<file path="config.mk">
export PLATFORM = sky130hd
export DESIGN_NAME = bitmap_page_allocator
export DESIGN_NICKNAME = d
export VERILOG_FILES = /design/src/rtl/bpa_pkg.sv /design/src/rtl/bpa_map_ram.sv /design/src/rtl/bitmap_page_allocator.sv
export SDC_FILE = /design/constraint.sdc
export NUM_CORES = 2
export LEC_CHECK = 0
export BUFFER_PORTS_ARGS = -buffer_cell sky130_fd_sc_hd__buf_2
export CORE_ASPECT_RATIO = 1.5
export CORE_MARGIN = 5
export CORE_UTILIZATION = 35
export DETAILED_ROUTE_END_ITERATION = 10
export GPL_ROUTABILITY_DRIVEN = 0
export HOLD_SLACK_MARGIN = 0.06
export MAX_ROUTING_LAYER = met4
export SETUP_SLACK_MARGIN = 0.15
export SYNTH_ARGS = -nofsm -noshare
export SYNTH_HDL_FRONTEND = slang
export SYNTH_SLANG_ARGS = --single-unit
export TNS_END_PERCENT = 5
</file>
<file path="constraint.sdc">
create_clock -name clock -period 9.39 [get_ports clock]
set_clock_uncertainty 0.2 [all_clocks]
set_input_delay 1.4085 -clock clock [delete_from_list [all_inputs] [get_ports clock]]
set_output_delay 1.4085 -clock clock [all_outputs]
set_load 0.03 [all_outputs]
</file>
<file path="src/rtl/bpa_pkg.sv">
// Shared types and constants of the bitmap page allocator.
`timescale 1ns / 1ps
package bpa_pkg;
   localparam int MAX_PAGES_DEF     = 4096;
   localparam int MAP_WORD_BITS_DEF = 64;
   localparam int PAGE_W            = 40;
   localparam int COUNT_W           = 13;
   localparam int SUM_W             = 64;

   localparam logic [COUNT_W-1:0] SEG_PAGES_RESET = 13'd4096;

   localparam logic CMD_ALLOC = 1'b0;
   localparam logic CMD_FREE  = 1'b1;

   localparam logic REG_BASE  = 1'b0;
   localparam logic REG_PAGES = 1'b1;

   typedef enum logic [2:0] {
      ST_IDLE,
      ST_SCAN_RD,
      ST_SCAN_BIT,
      ST_FREE_PREP,
      ST_MARK_RD,
      ST_MARK_WR
   } state_type;
endpackage

</file>
<file path="src/rtl/bpa_map_ram.sv">
// Used-page map memory: one address shared by writes and registered reads, per-word valid bits.
`timescale 1ns / 1ps
module bpa_map_ram #(
   parameter int WORDS = 64,
   parameter int WIDTH = 64,
   parameter int AW    = 6
) (
   input  logic             clock,
   input  logic             reset,
   input  logic [AW-1:0]    addr,
   input  logic             wr_en,
   input  logic [WIDTH-1:0] wr_data,
   output logic [WIDTH-1:0] rd_data
);
   logic [WIDTH-1:0] mem [WORDS];
   logic [WORDS-1:0] valid_ff;
   logic [WIDTH-1:0] rd_data_ff;

   always_ff @(posedge clock) begin
      if (wr_en) begin
         mem[addr] <= wr_data;
      end
   end

   // A word never written since reset reads as all pages free.
   always_ff @(posedge clock) begin
      if (reset) begin
         valid_ff <= '0;
      end else if (wr_en) begin
         valid_ff[addr] <= 1'b1;
      end
   end

   always_ff @(posedge clock) begin
      rd_data_ff <= valid_ff[addr] ? mem[addr] : '0;
   end

   assign rd_data = rd_data_ff;
endmodule

</file>
<file path="src/rtl/bitmap_page_allocator.sv">
// Top level of the bitmap page allocator: command sequencer around the used-page map.
`timescale 1ns / 1ps
// The block keeps one used bit per page of a segment in a word-wide map memory
// and runs one command at a time; busy is high while a command is at work.
// An allocate command walks the map one page per cycle from page 0, pausing in
// a read state at each word boundary for the memory read, until a fitting run
// is found or the segment or limit ends; the taken run is then marked in a
// read-modify-write pass over the words from word 0 up to the run's end, with a
// read state and a write state per word. A free command first clips its range
// in a prep state and then runs the same marking pass. A zero-page command
// answers in the next cycle. Each result shows for exactly one cycle with
// rsp_valid high; the receiver cannot stall, so it must take every result in
// the cycle it appears.
module bitmap_page_allocator
   import bpa_pkg::*;
#(
   parameter int MAX_PAGES     = MAX_PAGES_DEF,
   parameter int MAP_WORD_BITS = MAP_WORD_BITS_DEF
) (
   input  logic               clock,
   input  logic               reset,
   input  logic               csr_we,
   input  logic               csr_index,
   input  logic [PAGE_W-1:0]  csr_wdata,
   input  logic               start,
   output logic               busy,
   input  logic               req_command,
   input  logic [COUNT_W-1:0] req_request_pages,
   input  logic               req_need_contiguous,
   input  logic [PAGE_W-1:0]  req_limit_page,
   input  logic [PAGE_W-1:0]  req_release_page,
   output logic               rsp_valid,
   output logic               rsp_granted,
   output logic [PAGE_W-1:0]  rsp_first_page,
   output logic [COUNT_W-1:0] rsp_page_count
);
   localparam int WORDS = (MAX_PAGES + MAP_WORD_BITS - 1) / MAP_WORD_BITS;
   localparam int AW    = (WORDS > 1) ? $clog2(WORDS) : 1;
   localparam int PG_W  = $clog2(MAX_PAGES + 1);
   localparam int CW    = (PG_W > COUNT_W) ? PG_W : COUNT_W;
   localparam int BI_W  = $clog2(MAP_WORD_BITS);
   localparam int BW    = $clog2(WORDS * MAP_WORD_BITS + MAP_WORD_BITS + 1);

   state_type state_ff, state_in;

   logic [PAGE_W-1:0]  seg_base_ff, seg_base_in;
   logic [COUNT_W-1:0] seg_pages_ff, seg_pages_in;

   logic [COUNT_W-1:0] req_ff, req_in;
   logic               cont_ff, cont_in;
   logic [PAGE_W-1:0]  limit_ff, limit_in;
   logic [PAGE_W-1:0]  rel_ff, rel_in;

   logic [PG_W-1:0] pg_ff, pg_in;
   logic [BI_W-1:0] bit_ff, bit_in;
   logic [AW-1:0]   word_ff, word_in;
   logic            in_run_ff, in_run_in;
   logic [PG_W-1:0] run_start_ff, run_start_in;

   logic [PG_W-1:0] mark_lo_ff, mark_lo_in;
   logic [PG_W-1:0] mark_hi_ff, mark_hi_in;
   logic            mark_set_ff, mark_set_in;
   logic [BW-1:0]   wb_ff, wb_in;

   logic               rsp_valid_ff, rsp_valid_in;
   logic               rsp_granted_ff, rsp_granted_in;
   logic [PAGE_W-1:0]  rsp_first_ff, rsp_first_in;
   logic [COUNT_W-1:0] rsp_count_ff, rsp_count_in;

   logic [MAP_WORD_BITS-1:0] rd_data;
   logic [MAP_WORD_BITS-1:0] wr_data;
   logic [MAP_WORD_BITS-1:0] mark_mask;
   logic                     wr_en;

   logic [CW-1:0]   seg_ext;
   logic [PG_W-1:0] seg_len;
   logic [PG_W-1:0] run_len;
   logic            in_bound;
   logic [SUM_W-1:0] abs_pg;
   logic [SUM_W-1:0] free_lo, free_hi, seg_lo, seg_hi;

   bpa_map_ram #(
      .WORDS (WORDS),
      .WIDTH (MAP_WORD_BITS),
      .AW    (AW)
   ) u_map (
      .clock   (clock),
      .reset   (reset),
      .addr    (word_ff),
      .wr_en   (wr_en),
      .wr_data (wr_data),
      .rd_data (rd_data)
   );

   assign seg_ext = CW'(seg_pages_ff);
   assign seg_len = (seg_ext > CW'(MAX_PAGES)) ? PG_W'(MAX_PAGES) : PG_W'(seg_ext);
   assign run_len = pg_ff - run_start_ff;
   assign abs_pg  = SUM_W'(seg_base_ff) + SUM_W'(pg_ff);
   assign in_bound = (pg_ff < seg_len) &&
                     ((limit_ff == '0) || (abs_pg < SUM_W'(limit_ff)));

   assign seg_lo  = SUM_W'(seg_base_ff);
   assign seg_hi  = SUM_W'(seg_base_ff) + SUM_W'(seg_len);
   assign free_lo = (SUM_W'(rel_ff) < seg_lo) ? seg_lo : SUM_W'(rel_ff);
   assign free_hi = ((SUM_W'(rel_ff) + SUM_W'(req_ff)) > seg_hi) ? seg_hi :
                    (SUM_W'(rel_ff) + SUM_W'(req_ff));

   always_comb begin
      for (int i = 0; i < MAP_WORD_BITS; i++) begin
         mark_mask[i] = ((wb_ff + BW'(i)) >= BW'(mark_lo_ff)) &&
                        ((wb_ff + BW'(i)) < BW'(mark_hi_ff));
      end
   end

   assign wr_data = mark_set_ff ? (rd_data | mark_mask) : (rd_data & ~mark_mask);
   assign wr_en   = (state_ff == ST_MARK_WR);

   always_comb begin
      seg_base_in  = seg_base_ff;
      seg_pages_in = seg_pages_ff;
      if (csr_we) begin
         unique case (csr_index)
            REG_BASE:  seg_base_in  = csr_wdata;
            REG_PAGES: seg_pages_in = csr_wdata[COUNT_W-1:0];
            default:   seg_base_in  = seg_base_ff;
         endcase
      end
   end

   always_comb begin
      state_in       = state_ff;
      req_in         = req_ff;
      cont_in        = cont_ff;
      limit_in       = limit_ff;
      rel_in         = rel_ff;
      pg_in          = pg_ff;
      bit_in         = bit_ff;
      word_in        = word_ff;
      in_run_in      = in_run_ff;
      run_start_in   = run_start_ff;
      mark_lo_in     = mark_lo_ff;
      mark_hi_in     = mark_hi_ff;
      mark_set_in    = mark_set_ff;
      wb_in          = wb_ff;
      rsp_valid_in   = 1'b0;
      rsp_granted_in = rsp_granted_ff;
      rsp_first_in   = rsp_first_ff;
      rsp_count_in   = rsp_count_ff;

      unique case (state_ff)
         ST_IDLE: begin
            if (start) begin
               req_in    = req_request_pages;
               cont_in   = req_need_contiguous;
               limit_in  = req_limit_page;
               rel_in    = req_release_page;
               pg_in     = '0;
               bit_in    = '0;
               word_in   = '0;
               wb_in     = '0;
               in_run_in = 1'b0;
               if (req_request_pages == '0) begin
                  rsp_valid_in   = 1'b1;
                  rsp_granted_in = 1'b0;
                  rsp_first_in   = '0;
                  rsp_count_in   = '0;
               end else if (req_command == CMD_ALLOC) begin
                  state_in = ST_SCAN_RD;
               end else begin
                  state_in = ST_FREE_PREP;
               end
            end
         end

         ST_SCAN_RD: begin
            state_in = ST_SCAN_BIT;
         end

         ST_SCAN_BIT: begin
            priority if (!in_bound) begin
               // The scan ran off the segment or the limit; an open run still counts
               // when partial runs are allowed or when it already reached full size.
               if (in_run_ff && (!cont_ff || (CW'(run_len) == CW'(req_ff)))) begin
                  rsp_granted_in = 1'b1;
                  rsp_first_in   = PAGE_W'(seg_lo + SUM_W'(run_start_ff));
                  rsp_count_in   = COUNT_W'(run_len);
                  mark_lo_in     = run_start_ff;
                  mark_hi_in     = pg_ff;
                  mark_set_in    = 1'b1;
                  word_in        = '0;
                  state_in       = ST_MARK_RD;
               end else begin
                  rsp_valid_in   = 1'b1;
                  rsp_granted_in = 1'b0;
                  rsp_first_in   = '0;
                  rsp_count_in   = '0;
                  state_in       = ST_IDLE;
               end
            end else if (in_run_ff && (CW'(run_len) == CW'(req_ff))) begin
               rsp_granted_in = 1'b1;
               rsp_first_in   = PAGE_W'(seg_lo + SUM_W'(run_start_ff));
               rsp_count_in   = req_ff;
               mark_lo_in     = run_start_ff;
               mark_hi_in     = pg_ff;
               mark_set_in    = 1'b1;
               word_in        = '0;
               state_in       = ST_MARK_RD;
            end else if (rd_data[bit_ff] && in_run_ff && !cont_ff) begin
               rsp_granted_in = 1'b1;
               rsp_first_in   = PAGE_W'(seg_lo + SUM_W'(run_start_ff));
               rsp_count_in   = COUNT_W'(run_len);
               mark_lo_in     = run_start_ff;
               mark_hi_in     = pg_ff;
               mark_set_in    = 1'b1;
               word_in        = '0;
               state_in       = ST_MARK_RD;
            end else begin
               if (rd_data[bit_ff]) begin
                  in_run_in = 1'b0;
               end else if (!in_run_ff) begin
                  in_run_in    = 1'b1;
                  run_start_in = pg_ff;
               end
               pg_in = pg_ff + PG_W'(1);
               if (bit_ff == BI_W'(MAP_WORD_BITS - 1)) begin
                  bit_in   = '0;
                  word_in  = word_ff + AW'(1);
                  state_in = ST_SCAN_RD;
               end else begin
                  bit_in = bit_ff + BI_W'(1);
               end
            end
         end

         ST_FREE_PREP: begin
            if (free_lo < free_hi) begin
               rsp_granted_in = 1'b1;
               rsp_first_in   = PAGE_W'(free_lo);
               rsp_count_in   = COUNT_W'(free_hi - free_lo);
               mark_lo_in     = PG_W'(free_lo - seg_lo);
               mark_hi_in     = PG_W'(free_hi - seg_lo);
               mark_set_in    = 1'b0;
               state_in       = ST_MARK_RD;
            end else begin
               rsp_valid_in   = 1'b1;
               rsp_granted_in = 1'b0;
               rsp_first_in   = '0;
               rsp_count_in   = '0;
               state_in       = ST_IDLE;
            end
         end

         ST_MARK_RD: begin
            state_in = ST_MARK_WR;
         end

         ST_MARK_WR: begin
            wb_in   = wb_ff + BW'(MAP_WORD_BITS);
            word_in = word_ff + AW'(1);
            if ((wb_ff + BW'(MAP_WORD_BITS)) >= BW'(mark_hi_ff)) begin
               rsp_valid_in = 1'b1;
               state_in     = ST_IDLE;
            end else begin
               state_in = ST_MARK_RD;
            end
         end

         default: state_in = ST_IDLE;
      endcase
   end

   always_ff @(posedge clock) begin
      if (reset) begin
         state_ff     <= ST_IDLE;
         seg_base_ff  <= '0;
         seg_pages_ff <= SEG_PAGES_RESET;
         rsp_valid_ff <= 1'b0;
         in_run_ff    <= 1'b0;
      end else begin
         state_ff     <= state_in;
         seg_base_ff  <= seg_base_in;
         seg_pages_ff <= seg_pages_in;
         rsp_valid_ff <= rsp_valid_in;
         in_run_ff    <= in_run_in;
      end
   end

   always_ff @(posedge clock) begin
      req_ff         <= req_in;
      cont_ff        <= cont_in;
      limit_ff       <= limit_in;
      rel_ff         <= rel_in;
      pg_ff          <= pg_in;
      bit_ff         <= bit_in;
      word_ff        <= word_in;
      run_start_ff   <= run_start_in;
      mark_lo_ff     <= mark_lo_in;
      mark_hi_ff     <= mark_hi_in;
      mark_set_ff    <= mark_set_in;
      wb_ff          <= wb_in;
      rsp_granted_ff <= rsp_granted_in;
      rsp_first_ff   <= rsp_first_in;
      rsp_count_ff   <= rsp_count_in;
   end

   assign busy           = (state_ff != ST_IDLE);
   assign rsp_valid      = rsp_valid_ff;
   assign rsp_granted    = rsp_granted_ff;
   assign rsp_first_page = rsp_first_ff;
   assign rsp_page_count = rsp_count_ff;
endmodule

</file>
# Word-level counts from Yosys, hierarchy flattened
# Memories as Yosys holds them, arrays and structs flattened. A register that Yosys moved wholly into a read port is not among the register bits.
# Cells that the tools add are included.
[word_totals] regBits=348 mem_bits_rw=4096 inputBits=140 mem_count=1
[mem_list] memory="u_map.mem" words=64 width=64 read_ports=1 rd_clocked_by_memory_dff=1 wr=1 line_no="bpa_map_ram.sv:15" rtl="logic [WIDTH-1:0] mem [WORDS];"
[classes] addsub=75 magnitude_cmp=138 n_eq_ne=17 n_mux=94 bitwise_logic=9 reduce_logical=93
[ops] cell=">= comparator 13 bit" n=65
[ops] cell="< comparator 13 bit" n=65
[ops] cell="adder 13 x 6 -> 13 bit, second input constant" n=32
[ops] cell="2-to-1 mux 40 bit" n=8
[ops] cell="2-to-1 mux 13 bit" n=22
[ops] cell="adder 13 x 5 -> 13 bit, second input constant" n=16
[ops] cell="bitwise OR 64 bit" n=2
[ops] cell="adder 40 x 13 -> 41 bit" n=3
[ops] cell="case mux 40 bit (3 select lines)" n=1
[ops] cell="adder 13 x 4 -> 13 bit, second input constant" n=8
[ops] cell="case mux 13 bit (2 select lines)" n=4
[ops] cell="logical AND 1 bit" n=70
[ops] cell="bitwise AND 64 bit" n=1
[ops] cell="> comparator 64 x 41 -> 1 bit" n=1
[ops] cell="2-to-1 mux 64 bit" n=1
[ops] cell="NOT 64 bit" n=1
[ops] cell="2-to-1 mux 6 bit" n=10
[ops] cell="adder 13 x 3 -> 13 bit, second input constant" n=4
[ops] cell="subtractor 13 bit" n=4
[ops] cell="< comparator 40 x 41 -> 1 bit" n=1
[ops] cell="< comparator 41 x 40 -> 1 bit" n=1
[ops] cell="2-to-1 mux 41 bit" n=1
[ops] cell="adder 40 x 13 -> 40 bit" n=1
[ops] cell="logical NOT 40 bit" n=1
[ops] cell="other kinds (41)" n=103

# Logic depth before layout (Yosys ltp)
[depth] word_depth=8 mapped_depth=39 ltp_nobuf=35

# By module
# From an unflattened synthesis, not the netlist that was laid out.
[hier_totals] cells_unflattened=11000 hier_area_um2=186207.3
[by_module_without_submodules] mod="bpa_map_ram" n_inst=1 cells_each=8190 area_each_um2=160996.9 seq_area_each_um2=125560.4
[by_module_without_submodules] mod="bitmap_page_allocator" n_inst=1 cells_each=2810 area_each_um2=25210.4 seq_area_each_um2=7767.4

# Least setup slack after synthesis
# No wires, ideal clock.
[synth_timing] path_type="register to register" start="register seg_pages_ff[12], in the netlist seg_ext[12]" end="register mark_hi_ff[0], enable pin" arrival_time_ps=7979 t_required_ps=8741 slack_ps=763 stages_incl_launch_ff=40 path_buffers=6 cell_sequence="dfxtp_1 > inv_1 > clkbuf_1 > nand2_1 > inv_1 > ha_1 > a21o_1 > a21oi_1 > o21ai_0 > o311a_1 > a41o_1 > o21a_1 > buf_1 > nand3_1 > xnor2_1 > inv_1 > ha_1 > a21oi_1 > [4 not listed] > a21o_1 > clkbuf_1 > clkbuf_1 > nand2_1 > o21ai_0 > inv_1 > ha_1 > a22o_1 > nor4_1 > a221oi_1 > o311a_1 > a211o_1 > a221oi_1 > a211o_1 > buf_6 > nand2_4 > buf_2 > o21ai_0"
[synth_between] elab_chain_cells=8
[synth_rtl] item="start, declared" line_no="bitmap_page_allocator.sv:47" rtl="logic [COUNT_W-1:0] seg_pages_ff, seg_pages_in;"
[synth_rtl] item="start signal, assigned" line_no="bitmap_page_allocator.sv:282" rtl="seg_pages_ff <= seg_pages_in;"
[synth_rtl] item="> comparator 13 bit" line_no="bitmap_page_allocator.sv:96" rtl="assign seg_len = (seg_ext > CW'(MAX_PAGES)) ? PG_W'(MAX_PAGES) : PG_W'(seg_ext);"
[synth_rtl] item="2-to-1 mux 13 bit *" line_no="bitmap_page_allocator.sv:96"
[synth_rtl] item="adder 40 x 13 -> 41 bit" line_no="bitmap_page_allocator.sv:103" rtl="assign seg_hi = SUM_W'(seg_base_ff) + SUM_W'(seg_len);"
[synth_rtl] item="> comparator 64 x 41 -> 1 bit" line_no="bitmap_page_allocator.sv:105" rtl="assign free_hi = ((SUM_W'(rel_ff) + SUM_W'(req_ff)) > seg_hi) ? seg_hi :"
[synth_rtl] item="2-to-1 mux 41 bit" line_no="bitmap_page_allocator.sv:105"
[synth_rtl] item="< comparator 40 x 41 -> 1 bit" line_no="bitmap_page_allocator.sv:236" rtl="if (free_lo < free_hi) begin"
[synth_rtl] item="inequality test 2 bit (no line)"
[synth_rtl] item="AND reduction 4 bit (no line) *"
[synth_rtl] item="end signal, assigned" line_no="bitmap_page_allocator.sv:298" rtl="mark_hi_ff <= mark_hi_in;"
[synth_rtl] item="end, declared" line_no="bitmap_page_allocator.sv:61" rtl="logic [PG_W-1:0] mark_hi_ff, mark_hi_in;"
# Every way passes the cells marked *; elsewhere a longest branch is shown, timed or not.
# A chain may end at the register's enable or synchronous reset.

# Worst setup path after layout
[layout_timing] start="register req_ff[0]" end="register rsp_first_ff[13], in the netlist rsp_first_page[13] (data pin)"
[layout_between] elab_chain_cells=6
[layout_rtl] item="start, declared" line_no="bitmap_page_allocator.sv:49" rtl="logic [COUNT_W-1:0] req_ff, req_in;"
[layout_rtl] item="start signal, assigned" line_no="bitmap_page_allocator.sv:289" rtl="req_ff <= req_in;"
[layout_rtl] item="adder 40 x 13 -> 41 bit / equality test 13 bit (equally long branches)"
[layout_rtl] item="> comparator 64 x 41 -> 1 bit / logical OR 1 bit (equally long branches)" line_no="bitmap_page_allocator.sv:105, bitmap_page_allocator.sv:183"
[layout_rtl] item="2-to-1 mux 41 bit / logical AND 1 bit (equally long branches)" line_no="bitmap_page_allocator.sv:105, bitmap_page_allocator.sv:183"
[layout_rtl] item="< comparator 40 x 41 -> 1 bit / 2-to-1 mux 40 bit (equally long branches)" line_no="bitmap_page_allocator.sv:236, bitmap_page_allocator.sv:183"
[layout_rtl] item="2-to-1 mux 40 bit (on tied branches)" line_no="bitmap_page_allocator.sv:236, bitmap_page_allocator.sv:180"
[layout_rtl] item="case mux 40 bit (3 select lines) *" line_no="bitmap_page_allocator.sv:150" rtl="unique case (state_ff)"
[layout_rtl] item="end signal, assigned" line_no="bitmap_page_allocator.sv:302" rtl="rsp_first_ff <= rsp_first_in;"
[layout_rtl] item="end, declared" line_no="bitmap_page_allocator.sv:67" rtl="logic [PAGE_W-1:0] rsp_first_ff, rsp_first_in;"
# Marked as above.

==> impl_results.md <==
* Status: finished, final reports clean
* Initial Util at 35.1%
* Pre-CTS WS at 358 ps
* Core area at 500,000 um2
* I/O pin count at 196
* Switching share of power at 28.2%
* Root Buffer: clkbuf_16
* CP peak stage delay at 450 ps
* Worst-skew pair later-pin latency at 990 ps
* Final wirelength at 634,000 um
* DIE HEIGHT at 877 um
* First-pass GRT wire length at 865,000 um
* Crit Path Class: flop to flop
* Die area at 516,000 um2
* Max rail drop VDD at 0.159 mV
* Pins Over Slew Limit at 0
* TNS Setup at 0 ps
* Clk pin slew, worst setup/hold paths at 70 ps
* # H-tree levels at 5
* Floorplan row count at 318
* Vias at 110,565
* TritonCTS Buffers at 384
* RSZ-0062 raised after global routing: false
* Post-synthesis cell type count at 97
* Yosys reg bits at 4,502
* Critical path capture point type: flop
* Number of sinks on the clock net at 4,502
* GRT Total Usage at 24.2%
* DIE WIDTH at 588 um
* Crit path launch type: flop
* Post-synth top area share at 73.9%
* Port bufs at 195
* WL/cell at 35.6 um
* Grt ovf at 0
* Gate power share at 17.7%
* P_leak at 61.5 nW
* Power per cell area at 238 nW/um2
* Power share of the clock group at 34.0%
* Final #Nets at 11,366
* Depth of the most critical reg-to-reg path at 31
* Design Power at 47.1 mW
* Max_slew headroom at 3.07%
* Period Utilization, post-route at 94.3%
* Instance count on the critical path at 31
* Post-Syn Area per Cell at 16.5 um2
* Most frequent cells in the layout: edfxtp_1, a22oi_1, a221oi_1
* FILL cells at 45,184
* Layout area overhead at 13.1%
* Hold slack final at 258 ps
* DR pass1 iterations at 6
* P_int at 33.9 mW
* YS warnings at 0
* Violation count after the first detailed-route iteration at 16,546
* CP top delay family: compound AO/OA/AOI/OAI gates
* Slew @ Worst Pin at 1450 ps
* Ys async rst share at 0%
* Area contributors post-synth: edfxtp_1, a22oi_1, a221oi_1
* Post-synthesis net count at 11,060
* Final setup vio count at 0
* Max Cap Viol at 0
* Sequential share of power at 48.3%
* CP Data Arrival Time at 9370 ps
* HPWL Detailed at 354,000 um
* Max Clk Rate at 113 MHz
* CTS tree: done
* Most used DFF post-synth: edfxtp_1
* Worst path slowest cell: fa_1
* Via-per-instance ratio at 6.21
* Drt drc at 0
* Initial antenna violation count at 21
* R2R Setup Slk at 540 ps
* Sw Pwr at 13.3 mW
* WHS Path Cells at 2
* Largest net degree at the start of global routing at 114
* Sequential cell area fraction in the yosys report at 76.0%
* CP max FO at 11
* WP data required at 9900 ps
* Vias in the first global route at 105,390
* Final Hold Fails at 0
* Most common cell after layout, fill and taps aside: edfxtp_1
* Final core occ at 39.7%
* Number of flops mapped to enable cells by yosys at 4,316
* Post-synthesis cell area at 175,000 um2
* Yosys top cell by area: edfxtp_1
* Post-route setup slack at 537 ps
* Longest Clk Path Bufs at 4
* Minimum clock period at 8850 ps
* ANT nets after route at 0
* Layout cells sized above 1 at 12.4%
* Worst Path Buf+Inv at 4
* Hold crit path type: flop to flop
* Synth Instances at 10,616
final timing paths:
check	start	endpoint
worst max-delay path	req_ff[0]	rsp_first_page[13]
worst min-delay path	seg_ext[4]	seg_ext[4]
worst max register to register	req_ff[0]	rsp_first_page[13]
worst min register to register	seg_ext[4]	seg_ext[4]
power by group through the flow:
stage	Clock, mW	Combinational [mW]	Sequential (mW)
detailed placement	0	8.19	23.2
global route	16.9	8.78	22.8
floorplan	0	5.00	23.1
finish	16.0	8.36	22.8
global placement	0	8.16	23.2
CTS	16.1	8.22	22.7
cells in the mapped netlist (all sizes together) (155+ instances only):
master / instances
a21oi: 259
a221oi: 566
a22o: 521
a22oi: 1052
a31oi: 540
buf: 181
clkbuf: 487
dfxtp: 186
edfxtp: 4316
ha: 296
inv: 240
nand2: 363
nor2: 226
nor4: 155
o21ai: 164
routing by layer:
layer  vias up  global-route usage, %  part of all wire [%]
met1     56900                   27.7                    34
met2      7237                   39.8                    49
met3      1868                   3.75                   9.1
li1      44560                      -                     -
met5         -                      -                     0
met4         0                   15.5                   8.0
worst reg2reg max path: cells and delay by family (launching register included):
family / cells / cell delay [ps]
AO/OA/AOI/OAI: 16 / 3990
AND/OR/NAND/NOR: 6 / 1620
adder cells (fa/ha/maj): 4 / 1440
buffers and inverters: 4 / 760
flip-flops: 1 / 420
XOR/XNOR: 1 / 200
registers in the layout, indices dropped and copies added, names as in the netlist, 40 cells and up:
| register | flops |
|---|---|
| rsp_first_page | 40 |
| limit_ff | 40 |
| u_map.mem | 4096 |
| u_map.valid_ff | 64 |
| seg_base_ff | 40 |
| u_map.rd_data | 64 |
| rel_ff | 40 |
metrics by stage:
step | std cells | area (um2)
finish | 17815 | 198000
detailed placement | 17093 | 186000
CTS | 17797 | 198000
global placement | 17093 | 186000
global route | 17813 | 198000
floorplan | 10616 | 175000
kinds of logic (layout without fill, tap and decap cells):
group | Yosys count | count (layout) | synth area share [%]
DFF | 4502 | 4502 | 76.0
muxes | 130 | 130 | 0.925
xor gates and xnor gates | 185 | 185 | 0.952
buffers and inverters | 912 | 1536 | 2.05
and+or+nand+nor | 1146 | 1146 | 3.23
adders and majority gates | 304 | 304 | 2.20
other | 0 | 15 | 0
AOI/OAI and AO/OA | 3437 | 3437 | 14.6
cell type report:
type                       instances  area, um2  area share (%)
clock inverter                   194       1720           0.868
multi-input combinational       5202      39100            19.7
sequential                      4502     133000            67.2
inverter                         244        918           0.463
tap                             6560       8210            4.14
antenna                           15       37.5          0.0189
clock buffer                     510      10600            5.34
timing repair buffer             588       4360            2.20
repair_timing:
| item | in CTS | in global routing |
|---|---|---|
| gates resized for setup | 0 | 7 |
| hold buffers | 0 | 0 |
| setup buffers | 0 | 3 |
| endpoints found under the setup margin | 0 | 84 |
No activity file was read; power rests on OpenSTA's default activity.
